--- src/design/slpg_pkg.sv ---
// Package for the status LED pattern generator: word types, register codes,
// sequencer states and small color helpers. No dependencies.
package slpg_pkg;

  typedef struct packed {
    logic [31:0] now_ms;
    logic [3:0]  flight_state;
    logic        armed_flag;
    logic        storage_ok;
    logic        position_fix;
  } in_word_t;

  typedef struct packed {
    logic [7:0] led_red;
    logic [7:0] led_green;
    logic [7:0] led_blue;
  } out_word_t;

  typedef enum logic [2:0] {
    REG_BRIGHT = 3'd0,
    REG_MODE   = 3'd1,
    REG_RED    = 3'd2,
    REG_GREEN  = 3'd3,
    REG_BLUE   = 3'd4,
    REG_PERIOD = 3'd5,
    REG_BSTATE = 3'd6,
    REG_OVR    = 3'd7
  } reg_idx_t;

  typedef enum logic [2:0] {
    MODE_OFF     = 3'd0,
    MODE_SOLID   = 3'd1,
    MODE_BLINK   = 3'd2,
    MODE_BREATHE = 3'd3,
    MODE_RAINBOW = 3'd4,
    MODE_STROBE  = 3'd5,
    MODE_CYCLE   = 3'd6,
    MODE_STATE   = 3'd7
  } mode_t;

  typedef enum logic [3:0] {
    S_IDLE,
    S_DIVP,   // now / period  -> quotient and phase
    S_DIVT,   // tick / rate   -> tick remainder
    S_LVL,    // breathe level or rainbow position division
    S_SCL1,   // color * lvl / 255 (or *48/255)
    S_SCL2,   // color * brightness / 100
    S_DIV11,  // state cycle: quotient mod 11
    S_PICK,
    S_OUT
  } state_t;

  typedef struct packed {
    logic [7:0] r;
    logic [7:0] g;
    logic [7:0] b;
  } rgb_t;

  function automatic rgb_t hue_wheel(input logic [7:0] pin);
    logic [7:0] p;
    rgb_t c;
    p = 8'd255 - pin;
    if (p < 8'd85) begin
      c.r = 8'd255 - 8'(p * 3); c.g = 8'd0; c.b = 8'(p * 3);
    end else if (p < 8'd170) begin
      p = p - 8'd85;
      c.r = 8'd0; c.g = 8'(p * 3); c.b = 8'd255 - 8'(p * 3);
    end else begin
      p = p - 8'd170;
      c.r = 8'(p * 3); c.g = 8'd255 - 8'(p * 3); c.b = 8'd0;
    end
    return c;
  endfunction

endpackage

--- src/design/status_led_pattern_generator.sv ---
// Status LED pattern generator: top level with registers and sequencer.
// Depends on slpg_pkg and slpg_divider.
//
// One poll word at a time. A poll that is muted or not yet due finishes with
// no result. A due poll runs a chain of bit-serial divisions on one shared
// 32-step divider: period phase and tick remainder always, then a level
// division for breathe or rainbow or a mod-11 step in state cycle, three
// divisions by 255 for the breathe level and the dim idle wheel, and three
// divisions by 100 for the brightness scaling when the color changed. The
// result sits in an output register, so a new poll is taken only once that
// word has been read. Configuration words are taken only while the
// sequencer is idle, and a pending configuration word holds off polls.
module status_led_pattern_generator #(
  parameter int PATTERN_RATE_HZ = 50
) (
  input  logic                 clk,
  input  logic                 rst_n,
  input  logic                 in_valid,
  output logic                 in_ready,
  input  slpg_pkg::in_word_t   in_data,
  output logic                 out_valid,
  input  logic                 out_ready,
  output slpg_pkg::out_word_t  out_data,
  input  logic                 cfg_valid,
  output logic                 cfg_ready,
  input  logic [3:0]           cfg_index,
  input  logic [31:0]          cfg_data
);
  import slpg_pkg::*;

  localparam logic [31:0] STEP_MS = 32'(1000 / PATTERN_RATE_HZ);
  localparam logic [31:0] RATE    = 32'(PATTERN_RATE_HZ);

  // configuration registers
  logic [6:0]  bright_r;
  logic [2:0]  mode_r;
  logic [7:0]  bred_r, bgrn_r, bblu_r;
  logic [15:0] per_r;
  logic [3:0]  bst_r;
  logic [31:0] ovr_r;
  // block state
  logic [31:0] due_r, tick_r;
  rgb_t        last_r;
  logic        have_r, supp_r;

  state_t      st_r, st_nxt;
  in_word_t    item_r;
  logic [31:0] ph_r, quo_r, trem_r;
  logic [7:0]  lvl_r;
  rgb_t        col_r, scl_r;
  logic [1:0]  ch_r, ch_nxt;
  logic        out_valid_r;
  out_word_t   out_r;
  logic        scl_pend;   // first scaling division launched

  // divider
  logic        dv_start, dv_done;
  logic [31:0] dv_a, dv_b, dv_q, dv_rm;

  slpg_divider u_div (
    .clk, .rst_n, .start(dv_start), .dividend(dv_a), .divisor(dv_b),
    .done(dv_done), .quotient(dv_q), .remainder(dv_rm)
  );

  logic cfg_fire, in_fire, out_fire;
  assign cfg_ready = (st_r == S_IDLE);
  assign cfg_fire  = cfg_valid && cfg_ready;
  assign in_ready  = (st_r == S_IDLE) && !out_valid_r && !cfg_valid;
  assign in_fire   = in_valid && in_ready;
  assign out_fire  = out_valid_r && out_ready;
  assign out_valid = out_valid_r;
  assign out_data  = out_r;

  // effective mode and muting for the held word
  logic        supp_eff;
  mode_t       mode_eff;
  logic [31:0] ovr_eff;
  logic        live;
  assign supp_eff = supp_r;
  assign mode_eff = supp_eff ? MODE_OFF : mode_t'(mode_r);
  assign ovr_eff  = supp_eff ? 32'd0 : ovr_r;
  logic [31:0] d_ovr, d_due;
  assign d_ovr = item_r.now_ms - ovr_eff;
  assign d_due = item_r.now_ms - due_r;
  assign live  = !d_ovr[31] && !d_due[31];

  logic [15:0] half;
  assign half = per_r >> 1;
  logic ph_lo;
  assign ph_lo = ph_r < {16'd0, half};

  // flight palette
  function automatic rgb_t flight_col(input logic [3:0] s, input logic armd,
                                      input logic fx, input rgb_t wheel48,
                                      input logic flash);
    rgb_t c;
    c = '0;
    case (s)
      4'd0: c = '{8'd16, 8'd16, 8'd16};
      4'd1: begin
        if (armd) c.r = 8'd64;
        else if (fx) c = wheel48;
        else c.g = 8'd16;
      end
      4'd2: c.r = 8'd64;
      4'd3, 4'd4: c = '{8'd48, 8'd0, 8'd48};
      4'd5, 4'd6: c = '{8'd0, 8'd40, 8'd40};
      4'd7, 4'd8: c = '{8'd48, 8'd32, 8'd0};
      4'd9: if (flash) c.g = 8'd255;
      default: if (flash) c.r = 8'd255;
    endcase
    return c;
  endfunction

  // color before level scaling; lvl_r/col_r path handled in sequence
  logic [31:0] tick_nx;
  assign tick_nx = tick_r;   // tick already advanced when sequence starts
  logic [7:0] tick5;
  assign tick5 = 8'(tick_nx * 5);
  logic flash, sdblk;
  assign flash = trem_r == 32'd1;
  assign sdblk = trem_r == 32'd0;

  // need wheel*48/255 scaling for idle-with-fix cases
  logic [3:0] fsel;
  always_comb begin
    case (mode_eff)
      MODE_CYCLE: fsel = quo_r[3:0];
      MODE_STATE: fsel = bst_r;
      default:    fsel = item_r.flight_state;
    endcase
  end
  logic farmed, ffix;
  assign farmed = (mode_eff == MODE_OFF) ? item_r.armed_flag : 1'b0;
  assign ffix   = (mode_eff == MODE_OFF) ? item_r.position_fix : 1'b1;
  logic use_flight, need_scl;
  assign use_flight = mode_eff == MODE_OFF || mode_eff == MODE_CYCLE ||
                      mode_eff == MODE_STATE;
  assign need_scl = (use_flight && fsel == 4'd1 && !farmed && ffix) ||
                    mode_eff == MODE_BREATHE;

  rgb_t base;   // color that feeds level scaling (or final when none)
  rgb_t bench;
  assign bench = '{bred_r, bgrn_r, bblu_r};
  always_comb begin
    base = '0;
    case (mode_eff)
      MODE_SOLID:   base = bench;
      MODE_BLINK:   if (ph_lo) base = bench;
      MODE_BREATHE: base = bench;
      MODE_RAINBOW: base = hue_wheel(lvl_r);
      MODE_STROBE:  if (ph_r < 32'd50) base = bench;
      default: begin
        if (use_flight && fsel == 4'd1 && !farmed && ffix) base = hue_wheel(tick5);
        else base = flight_col(fsel, farmed, ffix, scl_r, flash);
        if (mode_eff == MODE_OFF && !item_r.storage_ok && sdblk)
          base = '{8'd0, 8'd0, 8'd48};
      end
    endcase
  end
  // scl_r holds the scaled color once S_SCL1 is done
  rgb_t fin;
  assign fin = need_scl ?
               ((mode_eff == MODE_OFF && !item_r.storage_ok && sdblk) ?
                '{8'd0, 8'd0, 8'd48} : scl_r) : base;

  logic [7:0] base_ch;
  always_comb begin
    case (ch_r)
      2'd0:    base_ch = base.r;
      2'd1:    base_ch = base.g;
      default: base_ch = base.b;
    endcase
  end

  // sequencer
  logic        tick_inc, due_ld, emit, lvl_ld, scl_ld, scl2_ld, ph_ld;
  logic        trem_ld, quo_ld;
  logic [31:0] lvl_num;
  logic [15:0] phd;
  assign phd = ph_lo ? ph_r[15:0] : (per_r - ph_r[15:0]);
  assign lvl_num = (mode_eff == MODE_BREATHE) ? 32'(phd) * 32'd255 : ph_r * 32'd255;

  always_comb begin
    st_nxt = st_r; ch_nxt = ch_r;
    dv_start = 1'b0; dv_a = '0; dv_b = 32'd1;
    tick_inc = 1'b0; due_ld = 1'b0; emit = 1'b0;
    lvl_ld = 1'b0; scl_ld = 1'b0; scl2_ld = 1'b0; ph_ld = 1'b0;
    trem_ld = 1'b0; quo_ld = 1'b0;
    case (st_r)
      S_IDLE: if (in_fire) st_nxt = S_PICK;
      S_PICK: begin
        // PICK used first as gate: decide due
        if (!live) begin
          st_nxt = S_IDLE;
        end else begin
          tick_inc = 1'b1; due_ld = 1'b1;
          dv_start = 1'b1; dv_a = item_r.now_ms; dv_b = {16'd0, per_r};
          st_nxt = S_DIVP;
        end
      end
      S_DIVP: if (dv_done) begin
        ph_ld = 1'b1; quo_ld = 1'b1;
        dv_start = 1'b1; dv_a = tick_r; dv_b = RATE;
        st_nxt = S_DIVT;
      end
      S_DIVT: if (dv_done) begin
        trem_ld = 1'b1;
        if (mode_eff == MODE_CYCLE) begin
          dv_start = 1'b1; dv_a = quo_r; dv_b = 32'd11; st_nxt = S_DIV11;
        end else if (mode_eff == MODE_BREATHE || mode_eff == MODE_RAINBOW) begin
          dv_start = 1'b1; dv_a = lvl_num;
          dv_b = (mode_eff == MODE_BREATHE) ? {16'd0, half} : {16'd0, per_r};
          st_nxt = S_LVL;
        end else begin
          st_nxt = S_SCL1; ch_nxt = 2'd0;
        end
      end
      S_DIV11: if (dv_done) begin
        quo_ld = 1'b1; st_nxt = S_SCL1; ch_nxt = 2'd0;
      end
      S_LVL: if (dv_done) begin
        lvl_ld = 1'b1; st_nxt = S_SCL1; ch_nxt = 2'd0;
      end
      S_SCL1: begin
        if (!need_scl) begin
          st_nxt = S_OUT;
        end else if (!dv_done && ch_r == 2'd0 && !scl_pend) begin
          dv_start = 1'b1;
          dv_a = 32'(base_ch) * ((mode_eff == MODE_BREATHE) ? 32'(lvl_r) : 32'd48);
          dv_b = 32'd255;
        end else if (dv_done) begin
          scl_ld = 1'b1;
          if (ch_r == 2'd2) begin
            st_nxt = S_OUT; ch_nxt = 2'd0;
          end else begin
            ch_nxt = ch_r + 2'd1;
            dv_start = 1'b1;
            dv_b = 32'd255;
            dv_a = 32'(ch_r == 2'd0 ? base.g : base.b) *
                   ((mode_eff == MODE_BREATHE) ? 32'(lvl_r) : 32'd48);
          end
        end
      end
      S_OUT: begin
        if (have_r && fin == last_r) begin
          st_nxt = S_IDLE;
        end else begin
          dv_start = 1'b1; dv_a = 32'(fin.r) * 32'(bright_r); dv_b = 32'd100;
          ch_nxt = 2'd0; st_nxt = S_SCL2;
        end
      end
      S_SCL2: if (dv_done) begin
        scl2_ld = 1'b1;
        if (ch_r == 2'd2) begin
          emit = 1'b1; st_nxt = S_IDLE;
        end else begin
          ch_nxt = ch_r + 2'd1; dv_start = 1'b1; dv_b = 32'd100;
          dv_a = 32'(ch_r == 2'd0 ? fin.g : fin.b) * 32'(bright_r);
        end
      end
      default: st_nxt = S_IDLE;
    endcase
  end

  always_ff @(posedge clk) begin
    if (!rst_n) scl_pend <= 1'b0;
    else if (st_r != S_SCL1) scl_pend <= 1'b0;
    else if (dv_start) scl_pend <= 1'b1;
  end

  // control and state registers
  always_ff @(posedge clk) begin
    if (!rst_n) begin
      st_r <= S_IDLE; ch_r <= 2'd0; out_valid_r <= 1'b0;
      bright_r <= 7'd100; mode_r <= 3'd0; bred_r <= '0; bgrn_r <= '0;
      bblu_r <= '0; per_r <= 16'd1000; bst_r <= '0; ovr_r <= '0;
      due_r <= '0; tick_r <= '0; last_r <= '0; have_r <= 1'b0; supp_r <= 1'b0;
    end else begin
      st_r <= st_nxt; ch_r <= ch_nxt;
      if (emit) out_valid_r <= 1'b1;
      else if (out_fire) out_valid_r <= 1'b0;
      if (in_fire && in_data.armed_flag) supp_r <= 1'b1;
      if (tick_inc) tick_r <= tick_r + 32'd1;
      if (due_ld) due_r <= item_r.now_ms + STEP_MS;
      if (emit) begin
        last_r <= fin; have_r <= 1'b1;
      end
      if (cfg_fire) begin
        case (cfg_index)
          4'(REG_BRIGHT): begin
            bright_r <= (cfg_data[6:0] > 7'd100) ? 7'd100 : cfg_data[6:0];
            have_r <= 1'b0;
          end
          4'(REG_MODE):   begin mode_r <= cfg_data[2:0]; supp_r <= 1'b0; end
          4'(REG_RED):    begin bred_r <= cfg_data[7:0]; supp_r <= 1'b0; end
          4'(REG_GREEN):  begin bgrn_r <= cfg_data[7:0]; supp_r <= 1'b0; end
          4'(REG_BLUE):   begin bblu_r <= cfg_data[7:0]; supp_r <= 1'b0; end
          4'(REG_PERIOD): begin
            per_r <= (cfg_data[15:0] < 16'd50) ? 16'd50 : cfg_data[15:0];
            supp_r <= 1'b0;
          end
          4'(REG_BSTATE): begin bst_r <= cfg_data[3:0]; supp_r <= 1'b0; end
          4'(REG_OVR):    begin ovr_r <= cfg_data; supp_r <= 1'b0; end
          default: ;
        endcase
      end
    end
  end

  // datapath registers
  always_ff @(posedge clk) begin
    if (in_fire) item_r <= in_data;
    if (ph_ld) ph_r <= dv_rm;
    // state cycle keeps (now / period) mod 11 from the mod-11 division
    if (quo_ld) quo_r <= (st_r == S_DIV11) ? dv_rm : dv_q;
    if (trem_ld) trem_r <= dv_rm;
    if (lvl_ld) lvl_r <= (dv_q > 32'd255) ? 8'd255 : dv_q[7:0];
    if (scl_ld) begin
      case (ch_r)
        2'd0:    scl_r.r <= dv_q[7:0];
        2'd1:    scl_r.g <= dv_q[7:0];
        default: scl_r.b <= dv_q[7:0];
      endcase
    end
    if (scl2_ld) begin
      case (ch_r)
        2'd0:    out_r.led_red   <= dv_q[7:0];
        2'd1:    out_r.led_green <= dv_q[7:0];
        default: out_r.led_blue  <= dv_q[7:0];
      endcase
    end
  end

`ifndef SYNTHESIS
  a_no_accept_busy: assert property (@(posedge clk) disable iff (!rst_n)
    (st_r != S_IDLE) |-> !in_ready) else $error("poll taken while busy");
  a_emit_sets_valid: assert property (@(posedge clk) disable iff (!rst_n)
    emit |=> out_valid) else $error("result lost");
  a_bright_range: assert property (@(posedge clk) disable iff (!rst_n)
    bright_r <= 7'd100) else $error("brightness out of range");
`endif
endmodule

--- src/design/slpg_divider.sv ---
// Bit-serial restoring divider, one quotient bit per cycle.
// Does not use slpg_pkg; no dependencies.
module slpg_divider (
  input  logic        clk,
  input  logic        rst_n,
  input  logic        start,
  input  logic [31:0] dividend,
  input  logic [31:0] divisor,
  output logic        done,
  output logic [31:0] quotient,
  output logic [31:0] remainder
);
  logic [31:0] q_r, q_nxt, rem_r, rem_nxt, dvs_r;
  logic [5:0]  cnt_r, cnt_nxt;
  logic        busy_r, busy_nxt, done_r, done_nxt;
  logic [32:0] trial;

  always_comb begin
    q_nxt = q_r; rem_nxt = rem_r; cnt_nxt = cnt_r;
    busy_nxt = busy_r; done_nxt = 1'b0;
    trial = {rem_r, q_r[31]} - {1'b0, dvs_r};
    if (start) begin
      q_nxt = dividend; rem_nxt = '0; cnt_nxt = 6'd32; busy_nxt = 1'b1;
    end else if (busy_r) begin
      if (!trial[32]) begin
        rem_nxt = trial[31:0];
        q_nxt = {q_r[30:0], 1'b1};
      end else begin
        rem_nxt = {rem_r[30:0], q_r[31]};
        q_nxt = {q_r[30:0], 1'b0};
      end
      cnt_nxt = cnt_r - 6'd1;
      if (cnt_r == 6'd1) begin
        busy_nxt = 1'b0; done_nxt = 1'b1;
      end
    end
  end

  always_ff @(posedge clk) begin
    if (!rst_n) begin
      busy_r <= 1'b0; done_r <= 1'b0; cnt_r <= '0;
    end else begin
      busy_r <= busy_nxt; done_r <= done_nxt; cnt_r <= cnt_nxt;
    end
    q_r <= q_nxt; rem_r <= rem_nxt;
    if (start) dvs_r <= divisor;
  end

  assign done      = done_r;
  assign quotient  = q_r;
  assign remainder = rem_r;
endmodule
--- config.mk ---
export PLATFORM = sky130hd
export DESIGN_NAME = status_led_pattern_generator
export DESIGN_NICKNAME = d
export VERILOG_FILES = /design/src/design/slpg_pkg.sv /design/src/design/status_led_pattern_generator.sv /design/src/design/slpg_divider.sv
export SDC_FILE = /design/constraint.sdc
export NUM_CORES = 2
export LEC_CHECK = 0
export BUFFER_PORTS_ARGS = -buffer_cell sky130_fd_sc_hd__buf_2
export CAP_MARGIN = 20
export CELL_PAD_IN_SITES_DETAIL_PLACEMENT = 1
export CELL_PAD_IN_SITES_GLOBAL_PLACEMENT = 2
export CORE_MARGIN = 2
export CORE_UTILIZATION = 35
export CTS_BUF_LIST = sky130_fd_sc_hd__clkbuf_2
export DETAILED_ROUTE_END_ITERATION = 16
export GPL_TIMING_DRIVEN = 0
export PLACE_DENSITY_LB_ADDON = 0.1
export SETUP_SLACK_MARGIN = 0.5
export SLEW_MARGIN = 10
export SYNTH_ARGS = -nofsm -noshare
export SYNTH_HDL_FRONTEND = slang
export SYNTH_SLANG_ARGS = --single-unit
--- constraint.sdc ---
create_clock -name clk -period 10.5 [get_ports clk]
set_input_delay 2.1 -clock clk [delete_from_list [all_inputs] [get_ports clk]]
set_output_delay 2.1 -clock clk [all_outputs]
set_load 0.02 [all_outputs]
==> flow_results.xml <==
<?xml version="1.0" encoding="UTF-8"?>
<metrics>
  <group name="clock_network">
    <metric name="clock_tree.root_cell" unit="">sky130_fd_sc_hd__clkbuf_2</metric>
    <metric name="cts.path.max_buffers" unit="">3</metric>
    <metric name="clock_tree_sinks" unit="">463</metric>
    <metric name="clkTransAtPathRegs" unit="ns">0.11</metric>
    <metric name="cts_tree" unit="">built</metric>
    <metric name="clkLatencyLatePin" unit="ns">1.48</metric>
    <metric name="cts_made_buffers" unit="">137</metric>
    <metric name="htreeDepth" unit="">4</metric>
    <metric name="cts_hold_buffers" unit="">0</metric>
  </group>
  <group name="cells_and_area">
    <metric name="final-instance-count-excl-fill" unit="">6851</metric>
    <metric name="final_standard_cell_utilization_of_the_core" unit="">0.394</metric>
    <metric name="final_net_count" unit="">5936</metric>
    <metric name="syn2layout_area_growth" unit="%">11.5</metric>
    <metric name="layout-drive-gt1-share" unit="">0.119</metric>
    <metric name="final_common_cell" unit="">sky130_fd_sc_hd__inv_1</metric>
    <metric name="most-common-layout-cells" unit="">sky130_fd_sc_hd__inv_1 (566), sky130_fd_sc_hd__nand2_1 (454), sky130_fd_sc_hd__ha_1 (416)</metric>
  </group>
  <group name="yosys">
    <metric name="ys_dominant_reg_cell" unit="">sky130_fd_sc_hd__edfxtp_1</metric>
    <metric name="synth.top_cell.area_share" unit="">0.164</metric>
    <metric name="synth-seq-cells" unit="">463</metric>
    <metric name="share_of_flip_flops_with_an_asynchronous_set_or_reset" unit="">0</metric>
    <metric name="synth-seq-area-share" unit="">0.267</metric>
    <metric name="postSynthNetCount" unit="">5643</metric>
    <metric name="syn_inst" unit="">4800</metric>
    <metric name="synthDominantAreaCellType" unit="">sky130_fd_sc_hd__edfxtp_1</metric>
    <metric name="synth.cell_area" unit="sq um">43700</metric>
    <metric name="synth_area_leaders" unit="">sky130_fd_sc_hd__edfxtp_1 (16%), sky130_fd_sc_hd__fa_1 (16%), sky130_fd_sc_hd__ha_1 (12%), sky130_fd_sc_hd__dfxtp_1 (10%), sky130_fd_sc_hd__inv_1 (4.9%)</metric>
    <metric name="synth_enable_flop_cells" unit="">239</metric>
    <metric name="number_of_unique_standard_cell_types_used_by_synthesis" unit="">94</metric>
    <metric name="mean_instance_size_in_the_synthesized_netlist" unit="sq um">9.11</metric>
    <metric name="synthesis.yosys.warnings" unit="">0</metric>
  </group>
  <group name="worst_hold_path">
    <metric name="worstHoldEndpoint" unit="">scl_pend</metric>
    <metric name="hold_path.class" unit="">reg2reg</metric>
    <metric name="worst_hold_startpoint" unit="">scl_pend</metric>
    <metric name="min_delay_path_depth" unit="">2</metric>
  </group>
  <group name="setup_path">
    <metric name="worst-r2r-cell-count" unit="">32</metric>
    <metric name="arrival" unit="ns">10.95</metric>
    <metric name="most_frequent_cell_on_critical_path" unit="">sky130_fd_sc_hd__fa_1</metric>
    <metric name="slowest_delay" unit="ns">0.70</metric>
    <metric name="worst_setup_ep_type" unit="">flop</metric>
    <metric name="worstReg2RegStart" unit="">ph_r[17]</metric>
    <metric name="end_of_the_worst_register_to_register_path" unit="">u_div.quotient[16]</metric>
    <metric name="worst_setup_path_start_kind" unit="">flop</metric>
    <metric name="critical-path-slowest-cell" unit="">sky130_fd_sc_hd__a222oi_1</metric>
    <metric name="timing.reg2reg.setup_slack" unit="ns">0.73</metric>
    <metric name="worst-path-max-fanout" unit="">10</metric>
    <metric name="worst_setup_path_type" unit="">reg2reg</metric>
    <metric name="critPathRequiredTime" unit="ns">11.68</metric>
  </group>
  <group name="grt">
    <metric name="grt_pass1_vias" unit="">39300</metric>
    <metric name="global_route.usage.total" unit="">0.286</metric>
    <metric name="grt_first_pass_wirelength" unit="um">269000</metric>
    <metric name="grt_max_degree" unit="">42</metric>
    <metric name="grt_overflow_total" unit="">0</metric>
    <metric name="antenna_found_initial" unit="">11</metric>
  </group>
  <group name="placed_design">
    <metric name="placed_cells_incl_taps" unit="">6560</metric>
    <metric name="globalplace.congestion" unit="">0.975</metric>
    <metric name="dp_hpwl" unit="um">147000</metric>
    <metric name="placement.io_buffers" unit="">101</metric>
  </group>
  <group name="route">
    <metric name="final_antenna_net_count" unit="">0</metric>
    <metric name="vias_per_cell" unit="">5.51</metric>
    <metric name="drt_drc_violations_left" unit="">0</metric>
    <metric name="routed_wirelength" unit="um">182000</metric>
    <metric name="initialDrtViolationCount" unit="">2834</metric>
    <metric name="post_drt_wl_per_cell" unit="um">26.6</metric>
    <metric name="detailedRoute.firstPassIterationCount" unit="">7</metric>
    <metric name="total_number_of_vias" unit="">37800</metric>
  </group>
  <group name="sta">
    <metric name="slew_headroom" unit="">0.168</metric>
    <metric name="setup_viol" unit="">0</metric>
    <metric name="hold_viol_final" unit="">0</metric>
    <metric name="max_clock_freq" unit="GHz">0.102</metric>
    <metric name="clock_skew" unit="ns">0.118</metric>
    <metric name="fin_crit_sh" unit="">0.930</metric>
    <metric name="fin_crit" unit="ns">9.77</metric>
    <metric name="timing_max_transition_violations_final" unit="">0</metric>
    <metric name="tightestPinTransition" unit="ns">1.25</metric>
    <metric name="setup_repair_after_global_routing_missed_its_margin" unit="">no</metric>
  </group>
  <group name="die">
    <metric name="std_cell_rows" unit="">129</metric>
    <metric name="chipWidth" unit="um">357</metric>
    <metric name="die_area" unit="sq um">128000</metric>
    <metric name="chipHeight" unit="um">357</metric>
    <metric name="initial_core_util" unit="">0.353</metric>
    <metric name="core_area" unit="sq um">124000</metric>
    <metric name="ios" unit="">107</metric>
  </group>
  <group name="pwr">
    <metric name="irDropWorstVdd" unit="mV">0.139</metric>
    <metric name="pwr_density_cell" unit="nW/um^2">142</metric>
    <metric name="total_leakage_power" unit="nW">20.8</metric>
  </group>
  <group name="run">
    <metric name="drv_cap" unit="">0</metric>
  </group>
  <group name="status">
    <metric name="run_status" unit="">finished, final reports clean</metric>
  </group>
</metrics>
-- synth_stat cells (all sizes together), types with 30 or more instances --
master / number
a211oi: 74
nand2: 456
clkbuf: 146
nand2b: 42
xnor2: 148
edfxtp: 239
nor2b: 38
or3: 33
mux2i: 75
fa: 339
o21a: 34
a31oi: 30
xor2: 116
and3: 48
and2: 52
nand3: 102
a21oi: 257
a21o: 73
ha: 424
dfxtp: 224
inv: 577
buf: 34
nand4: 39
nor2: 380
a22oi: 39
o21ai: 234
or2: 30
nor3: 89
mux2: 54
-- cells by family (layout without fill, tap and decap cells) --
family / Yosys count / in the layout / synth area share
mux: 129 / 129 / 0.0320
flops: 463 / 463 / 0.267
simple gates: 1395 / 1395 / 0.149
buf+inv: 758 / 1167 / 0.0668
compound gates: 1027 / 1027 / 0.155
other cells: 0 / 5 / 0
xor+xnor: 265 / 265 / 0.0536
fa+ha+maj: 763 / 763 / 0.277
-- cell type report --
cell class                      count  area, sq um
Fill cell                       14600        75000
Multi-Input combinational cell   3579        29700
Sequential cell                   463        11700
Inverter                          578         2180
Tap cell                         1637         2050
Clock buffer                      208         1040
Timing Repair Buffer              154          943
Buffer                            180          782
Clock inverter                     47          352
Antenna cell                        5         12.5
-- critical path: cells and delay by family, from the launching register on --
kind	cells	cell delay, ns
compound gates	11	3.21
xor+xnor	1	0.20
fa+ha+maj	6	2.80
buf+inv	8	1.51
flops	1	0.56
simple gates	6	1.20
-- per-layer routing --
layer | global-route usage | vias up | part of all wire
met1 | 0.374 | 19200 | 0.43
met2 | 0.479 | 1027 | 0.47
met4 | 0.115 | 6 | 0.042
li1 | - | 17300 | -
met3 | 0.0365 | 270 | 0.050
met5 | 0 | - | 0.00019
-- repair_timing --
action                     4_1_cts  5_1_grt
setup endpoints to repair       16       14
buffers inserted                20       10
resized for setup               95       67
pin swaps                       19       28
-- flip-flops by register name (all words and copies together) (netlist names), 16 cells and up --
signal and cells:
per_r 16, ovr_r 32, scl_r 24, quo_r 32, tick_nx 32, u_div.dvs_r 16
u_div.quotient 32, u_div.remainder 32, out_data 24, item_r 39, due_r 32, ph_r 32
last_r 24, trem_r 32
-- power breakdown --
part	leakage (nW)	switching (mW)	internal, mW
sequential	3.95	0.296	2.09
combinational	15.8	1.83	1.07
clock	1.04	0.939	0.663
-- worst max-delay path by stage --
stage	from	endpoint	slack [ns]	depth (start not counted)
detailed placement	tick_nx[3]	u_div.quotient[16]	-1.96	37
global placement	tick_nx[3]	u_div.quotient[16]	-2.32	36
floorplan	tick_nx[1]	u_div.quotient[16]	1.34	36
CTS	tick_nx[4]	u_div.quotient[16]	0.46	38
finish	ph_r[17]	u_div.quotient[16]	0.73	32
global route	lvl_r[2]	u_div.quotient[16]	0.51	35
-- metrics by stage --
| step | cell area [sq um] | setup TNS, ns | hold WS (ns) | power [mW] | setup WS (ns) |
|---|---|---|---|---|---|
| after floorplan | 43700 | 0 | 0.423 | 4.16 | 1.34 |
| after global placement | 46300 | -21.91 | 0.436 | 5.27 | -2.32 |
| after detailed placement | 46500 | -14.65 | 0.438 | 5.30 | -1.96 |
| after CTS | 48400 | 0 | 0.453 | 6.96 | 0.460 |
| after global routing | 48800 | 0 | 0.466 | 7.36 | 0.509 |
| final | 48800 | 0 | 0.458 | 6.90 | 0.735 |
Note: power is estimated with default switching activity, not from simulation.
